File: src/rtl/fsc_pkg.sv
// filename safety checker package: item and result types, reason codes,
// byte constants and byte classification functions
// used by every module of the block
`default_nettype none

package fsc_pkg;

  typedef struct packed {
    logic [7:0] char_value;
    logic       last;
    logic       is_empty;
  } in_item_t;

  typedef struct packed {
    logic       safe;
    logic [2:0] reason;
  } out_item_t;

  typedef struct packed {
    logic      produce;
    out_item_t verdict;
  } scan_res_t;

  localparam logic [2:0] REASON_OK        = 3'd0;
  localparam logic [2:0] REASON_EMPTY     = 3'd1;
  localparam logic [2:0] REASON_TRAILING  = 3'd2;
  localparam logic [2:0] REASON_LEAD_SEP  = 3'd3;
  localparam logic [2:0] REASON_DRIVE     = 3'd4;
  localparam logic [2:0] REASON_DOT_PAIR  = 3'd5;
  localparam logic [2:0] REASON_DEVICE    = 3'd6;
  localparam logic [2:0] REASON_FORBIDDEN = 3'd7;

  localparam logic [2:0] CNT_MAX = 3'd7;
  localparam logic [2:0] STEM_LEN_DEV = 3'd3;
  localparam logic [2:0] STEM_LEN_PORT = 3'd4;

  localparam logic [7:0] CH_SPACE = 8'h20;
  localparam logic [7:0] CH_DOT   = 8'h2e;
  localparam logic [7:0] CH_SLASH = 8'h2f;
  localparam logic [7:0] CH_BSL   = 8'h5c;
  localparam logic [7:0] CH_COLON = 8'h3a;
  localparam logic [7:0] CH_CTRL_LIMIT = 8'h20;

  localparam logic [23:0] DEV_CON = "CON";
  localparam logic [23:0] DEV_PRN = "PRN";
  localparam logic [23:0] DEV_AUX = "AUX";
  localparam logic [23:0] DEV_NUL = "NUL";
  localparam logic [23:0] DEV_COM = "COM";
  localparam logic [23:0] DEV_LPT = "LPT";

  function automatic logic [7:0] upper_of(input logic [7:0] c);
    logic [7:0] u;
    u = c;
    if (c inside {[8'h61:8'h7a]}) begin
      u = c - 8'h20;
    end
    return u;
  endfunction

  function automatic logic byte_forbidden(input logic [7:0] c);
    return (c inside {8'h2a, 8'h22, 8'h2f, 8'h5c, 8'h3c, 8'h3e, 8'h3a, 8'h7c, 8'h3f})
           || (c < CH_CTRL_LIMIT);
  endfunction

  function automatic logic stem_is(input logic [3:0][7:0] s, input logic [23:0] w);
    return (upper_of(s[0]) == w[23:16]) && (upper_of(s[1]) == w[15:8]) &&
           (upper_of(s[2]) == w[7:0]);
  endfunction

endpackage

`default_nettype wire

File: src/rtl/fsc_scan.sv
// per-name scan state: sticky check flags, stem capture and the verdict
// depends on fsc_pkg
`default_nettype none

module fsc_scan (
  input  wire logic              clk,
  input  wire logic              rst_n,
  input  wire fsc_pkg::in_item_t item,
  input  wire logic              commit,
  output fsc_pkg::scan_res_t     res
);

  logic [2:0]      pos_r, pos_nxt;
  logic [2:0]      len_r, len_nxt;
  logic            stem_done_r, stem_done_nxt;
  logic [3:0][7:0] stem_r, stem_nxt;
  logic [7:0]      prev_r, prev_nxt;
  logic            lead_r, lead_nxt;
  logic            colon_r, colon_nxt;
  logic            dpair_r, dpair_nxt;
  logic            forb_r, forb_nxt;
  logic [7:0]      c;
  logic            reserved;
  logic [2:0]      reason;
  logic            clear;

  assign c = item.char_value;

  always_comb begin
    lead_nxt  = lead_r | ((pos_r == 3'd0) & ((c == fsc_pkg::CH_SLASH) | (c == fsc_pkg::CH_BSL)));
    colon_nxt = colon_r | ((pos_r == 3'd1) & (c == fsc_pkg::CH_COLON));
    dpair_nxt = dpair_r | ((pos_r != 3'd0) & (prev_r == fsc_pkg::CH_DOT) &
                           (c == fsc_pkg::CH_DOT));
    forb_nxt  = forb_r | fsc_pkg::byte_forbidden(c);
    stem_done_nxt = stem_done_r;
    stem_nxt      = stem_r;
    len_nxt       = len_r;
    if (!stem_done_r) begin
      if (c == fsc_pkg::CH_DOT) begin
        stem_done_nxt = 1'b1;
      end else begin
        if (len_r < fsc_pkg::STEM_LEN_PORT) begin
          stem_nxt[len_r[1:0]] = c;
        end
        if (len_r < fsc_pkg::CNT_MAX) begin
          len_nxt = len_r + 3'd1;
        end
      end
    end
    prev_nxt = c;
    pos_nxt  = (pos_r < fsc_pkg::CNT_MAX) ? pos_r + 3'd1 : pos_r;

    reserved = 1'b0;
    if (len_nxt == fsc_pkg::STEM_LEN_DEV) begin
      reserved = fsc_pkg::stem_is(stem_nxt, fsc_pkg::DEV_CON) |
                 fsc_pkg::stem_is(stem_nxt, fsc_pkg::DEV_PRN) |
                 fsc_pkg::stem_is(stem_nxt, fsc_pkg::DEV_AUX) |
                 fsc_pkg::stem_is(stem_nxt, fsc_pkg::DEV_NUL);
    end else if ((len_nxt == fsc_pkg::STEM_LEN_PORT) && (stem_nxt[3] inside {["1":"9"]})) begin
      reserved = fsc_pkg::stem_is(stem_nxt, fsc_pkg::DEV_COM) |
                 fsc_pkg::stem_is(stem_nxt, fsc_pkg::DEV_LPT);
    end

    if (item.is_empty) begin
      reason = fsc_pkg::REASON_EMPTY;
    end else if ((c == fsc_pkg::CH_SPACE) || (c == fsc_pkg::CH_DOT)) begin
      reason = fsc_pkg::REASON_TRAILING;
    end else if (lead_nxt) begin
      reason = fsc_pkg::REASON_LEAD_SEP;
    end else if (colon_nxt) begin
      reason = fsc_pkg::REASON_DRIVE;
    end else if (dpair_nxt) begin
      reason = fsc_pkg::REASON_DOT_PAIR;
    end else if (reserved) begin
      reason = fsc_pkg::REASON_DEVICE;
    end else if (forb_nxt) begin
      reason = fsc_pkg::REASON_FORBIDDEN;
    end else begin
      reason = fsc_pkg::REASON_OK;
    end

    clear              = item.last | item.is_empty;
    res.produce        = clear;
    res.verdict.reason = reason;
    res.verdict.safe   = (reason == fsc_pkg::REASON_OK);
  end

  // stem bytes are only read when the stem count says they were written
  always_ff @(posedge clk) begin
    if (commit) begin
      stem_r <= stem_nxt;
      prev_r <= prev_nxt;
    end
  end

  always_ff @(posedge clk) begin
    if (!rst_n) begin
      pos_r       <= '0;
      len_r       <= '0;
      stem_done_r <= 1'b0;
      lead_r      <= 1'b0;
      colon_r     <= 1'b0;
      dpair_r     <= 1'b0;
      forb_r      <= 1'b0;
    end else if (commit) begin
      if (clear) begin
        pos_r       <= '0;
        len_r       <= '0;
        stem_done_r <= 1'b0;
        lead_r      <= 1'b0;
        colon_r     <= 1'b0;
        dpair_r     <= 1'b0;
        forb_r      <= 1'b0;
      end else begin
        pos_r       <= pos_nxt;
        len_r       <= len_nxt;
        stem_done_r <= stem_done_nxt;
        lead_r      <= lead_nxt;
        colon_r     <= colon_nxt;
        dpair_r     <= dpair_nxt;
        forb_r      <= forb_nxt;
      end
    end
  end

endmodule

`default_nettype wire

File: config.mk
export PLATFORM = sky130hd
export DESIGN_NAME = fsc_scan
export DESIGN_NICKNAME = d
export VERILOG_FILES = /design/src/rtl/fsc_pkg.sv /design/src/rtl/fsc_scan.sv
export SDC_FILE = /design/constraint.sdc
export NUM_CORES = 1
export LEC_CHECK = 0
export ABC_AREA = 1
export ABC_CLOCK_PERIOD_IN_PS = 9400
export BUFFER_PORTS_ARGS = -buffer_cell sky130_fd_sc_hd__buf_2
export CAP_MARGIN = 20
export CORE_ASPECT_RATIO = 0.7
export CORE_MARGIN = 2
export CORE_UTILIZATION = 50
export DETAILED_ROUTE_END_ITERATION = 6
export GPL_ROUTABILITY_DRIVEN = 0
export PLACE_DENSITY = 0.71
export SYNTH_ARGS = -nofsm -noshare
export SYNTH_HDL_FRONTEND = slang
export SYNTH_SLANG_ARGS = --single-unit
File: constraint.sdc
create_clock -name clk -period 9.4 [get_ports clk]
set_clock_uncertainty 0.2 [all_clocks]
set_input_delay 0.94 -clock clk [delete_from_list [all_inputs] [get_ports clk]]
set_output_delay 0.94 -clock clk [all_outputs]
set_load 0.05 [all_outputs]
* Yosys cells after proc, flatten, opt, wreduce, memory -nomap -nowiden *
Index checks and enable logic that the tools add are counted.

cells by class
  bitwise gates (word level) = 14
  eq/ne operators = 31
  muxes and demuxes = 40
  add/subtract/negate cells = 5
  reductions and logical operators = 26
  magnitude comparators = 14

operators by type and width
  operator               number
  $eq A8 B7 Y1 const B   18
  $mux W8                13
  $mux W32               3
  $eq A8 B6 Y1 const B   10
  $mux W3                13
  $bwmux W32             1
  $ge A8 B7 Y1 const B   3
  $le A8 B7 Y1 const B   3
  $sub A8 B6 Y8 const B  3
  $logic_and A1 B1 Y1    18
  $demux W8 S2           1
  $or A1 B1 Y1           10
  $lt A3 B3 Y1 const B   3
  $mux W1                9
  $reduce_bool A9 Y1     1
  $ge A8 B6 Y1 const B   1
  $le A8 B6 Y1 const B   1
  $lt A8 B6 Y1 const B   1
  $add A3 B1 Y3 const B  2
  $logic_not A3 Y1       2
  $and A1 B1 Y1          4
  $eq A3 B1 Y1 const B   1
  $eq A3 B2 Y1 const B   1
  $eq A3 B3 Y1 const B   1
  other kinds (6)        7

word-level totals
  input port bits = 13
  output and inout port bits = 5
  bits in registers = 51
  word-level logic and storage cells = 142

* Logic depth before layout (Yosys ltp) *
  word-level depth = 26
  gate-level depth with buffers = 30
  gate-level depth less buffers = 29

* Least setup slack after synthesis *
Ideal clock, no wire load.

  kind = input to output
  from = input item[8] (netlist name)
  to = output res[3] (netlist name)
  path slack = 4.240 ns
  data arrival time = 4.020 ns
  data required time = 8.260 ns
  cell stages on the path = 27
  path buffers = 1
  cells stage by stage = inv_2 > nand2_2 > nor2_2 > nand2_4 > buf_12 > nand3_4 > nand2_1 > o21ai_2 > inv_1 > ha_1 > nor3b_1 > nor2_1 > nor2_1 > nand2_1 > nor2_2 > nand3_1 > nand2_1 > nand2_1 > nand2_1 > nand2_1 > nand2_1 > nand2_1 > nand2_1 > nand2_1 > nand2_1 > nand2_2 > nor2_1

RTL lines
  what         RTL line        RTL
  from (decl)  fsc_scan.sv:8   input wire fsc_pkg::in_item_t item,
  to (decl)    fsc_scan.sv:10  output fsc_pkg::scan_res_t res

==> out/results.ini <==
[floorplanning]
start_util = 0.517
die_h_um = 73.9
rows = 25
core-area_sq_um = 6760
dieArea_sq_um = 7680
die_x_um = 104
ios = 18

[placement]
dp_hpwl_um = 5960
placed_cell_area_sq_um = 3610
dp_slack_ns = 4.26
dpl.cell_count = 561
port_buffers = 17

[finish]
nets = 498
fin_util = 0.546
drive_above_1_share = 0.141
antennaDiodeCount = 0
syn2layout_area_growth_pct = 5.66
instances_no_fill = 569
final_cell_area_sq_um = 3690

[pwr]
comb_power_share = 0.186
power_density_nw_per_um2 = 128
switching_share = 0.295
pwr-share-seq = 0.553
p_sw_mw = 0.140
p_int_mw = 0.334
ir_drop_uv = 64.8
leakage_nw = 1.75
clkPwrFrac = 0.261

[route]
antenna_left = 0
drc = 0
drt_iter0_markers = 223
wl_um = 7770
firstDrtPassIters = 5
via_count = 2961
viasPerCell = 5.20
routedWlPerCell_um = 13.7

[logic_synthesis]
synthCells = 458
ys_types = 40
syn-cell-area_sq_um = 3490
synth_edf_count = 40
syn_avg_cell_area_sq_um = 7.63
ys_seq_area_frac = 0.407
synthArstFlopShare = 0
ys_ff_latch = 51
synth_ff_type = edfxtp_1
synth_fp_nets = 482
yosys_warnings = 0

[cts]
clk_latency_ns = 0.30
path_clk_slew_ns = 0.09
cts_setup_buffers = 0
clockBufferDepth = 2
htree_num_levels = 2
clock-root-buffer = clkbuf_8
ctsResizeCount = 0
numCtsBuffers = 5
cts_tree = yes
cts_sinks = 51
ctsHoldBuffers = 0

[global_route]
grt_pass1_vias = 2569
grt_pass1_wl_um = 12600
grtUsageTotal = 0.207
grt_start_max_net_pins = 44
overflow = 0
antenna_found_initial = 0

[timing]
fin_setup_tns_ns = 0
grt_setup_unrepaired = false
relSlewSlack = 0.363
setup_viol = 0
setup_ws_ns = 4.23
maxSlewViolCount = 0
clock.fmax_mhz = 193
hold_viol = 0
timing.final.crit_share = 0.550
worstMarginPinSlew_ns = 0.955
post-route-min-period_ns = 5.17

[hold_path]
hp-class = flip-flop to flip-flop
hp-start = colon_r
holdPathStages = 2
whs_endpoint = colon_r

[worst_setup_path]
r2r_cells = 9
crit_required_ns = 8.26
arrival_ns = 4.03
start_kind = primary input
critPathCaptureType = output pin
worstSetupPathType = primary input to output pin
r2r_slack_ns = 7.11
r2r_start = stem_done_r
cp_max_fo = 20
worstReg2RegEnd = len_r[2]

[outcome]
run_status = complete, no violations

[job]
cap_viol_max_count = 0

[cells in the mapped netlist (all sizes together) (3+ instances only)]
cell type | count | area share
buf | 8 | 0.025
nand2 | 133 | 0.16
nor4 | 4 | 0.0072
ha | 11 | 0.039
nor2 | 36 | 0.045
nor3 | 15 | 0.023
nand3 | 33 | 0.061
dfxtp | 11 | 0.063
nand4 | 18 | 0.032
a21oi | 12 | 0.018
inv | 88 | 0.095
edfxtp | 40 | 0.34
nand3b | 3 | 0.0064
o21ai | 29 | 0.048
[placed cells by master (no fill, tap or decap)]
cell,n
a211oi_1,2
a21oi_1,11
a21oi_2,1
a31oi_1,2
a41oi_1,1
and2_1,1
and3_1,1
buf_2,17
clkbuf_8,5
clkinv_1,1
clkinv_2,3
dfxtp_1,11
edfxtp_1,40
ha_1,11
inv_1,81
inv_2,7
nand2_1,118
nand2_2,12
nand2_4,3
nand3_1,28
nand3_2,2
nand3_4,3
nand3b_1,3
nand4_1,18
nor2_1,29
nor2_2,6
nor2_4,1
nor3_1,14
nor3_2,1
nor3b_1,2
nor4_1,4
o211ai_1,2
o21ai_0,19
o21ai_1,4
o21ai_2,6
o21bai_1,2
o311ai_0,1
o41ai_1,1
or3_1,1
[area by class of cell]
type	instances	area [sq um]
multi-input combinational	310	1650
inverter	89	334
clock inverter	3	15.0
clock buffer	5	68.8
sequential	51	1420
fill	644	3070
timing repair buffer	17	85.1
tap	94	118
[power by group through the flow]
stage / clock network [mW] / logic, mW / registers [mW]
2_1_floorplan: 0 / 0.0625 / 0.266
3_3_place_gp: 0 / 0.0855 / 0.267
3_5_place_dp: 0 / 0.0872 / 0.267
4_1_cts: 0.128 / 0.0874 / 0.262
5_1_grt: 0.134 / 0.0996 / 0.264
6_report: 0.124 / 0.0882 / 0.262
[worst max-delay path, stage by stage]
cell and delay, ns:
buf_2 0.17, inv_1 0.09, nand2_2 0.09, nor2_2 0.06
nand2_4 0.22, nand3_4 0.23, o21ai_1 0.29, inv_1 0.10
ha_1 0.30, nand3b_1 0.16, nand3_1 0.09, nand2_1 0.08
inv_2 0.07, nand2_1 0.06, nor2_1 0.09, nand3_1 0.07
nand2_1 0.06, nand2_1 0.04, nand2_1 0.05, nand2_1 0.07
nand2_1 0.06, nand2_1 0.05, nand2_1 0.06, nand2_1 0.04
nand2_1 0.07, nand2_2 0.05, nor2_1 0.08, buf_2 0.26
[per-stage QoR]
| step | hold slack (ns) | total power, mW |
|---|---|---|
| detailed placement | 0.253 | 0.355 |
| floorplan | 0.237 | 0.329 |
| global placement | 0.249 | 0.353 |
| CTS | 0.268 | 0.478 |
| global route | 0.313 | 0.498 |
| finish | 0.269 | 0.474 |
[kinds of logic (layout without fill, tap and decap cells)]
| group | Yosys count | after routing | share of synthesized area |
|---|---|---|---|
| and+or+nand+nor | 247 | 247 | 0.342 |
| buffers and inverters | 97 | 114 | 0.121 |
| AOI/OAI and AO/OA | 52 | 52 | 0.0903 |
| DFF | 51 | 51 | 0.407 |
| adders and majority gates | 11 | 11 | 0.0394 |
[how the worst max path moves through the flow]
stage             from     end  slack (ns)  cells past startpoint
5_1_grt        item[9]  res[3]        3.80                     25
6_report       item[9]  res[3]        4.23                     28
4_1_cts        item[9]  res[3]        4.25                     28
3_5_place_dp   item[9]  res[3]        4.26                     28
2_1_floorplan  item[8]  res[3]        4.24                     27
3_3_place_gp   item[9]  res[3]        4.31                     26
[metal layers]
layer,GRT usage,routed length (um)
met3,0.0500,616
met1,0.322,4030
met2,0.303,3100
met5,0,0
met4,0.0180,19
[registers in the layout (all words and copies together), names as in the netlist]
register,cells
colon_r,1
forb_r,1
stem_r,32
len_r,3
stem_done_r,1
dpair_r,1
pos_r,3
prev_r,8
lead_r,1
No activity file was read; power rests on OpenSTA's default activity.
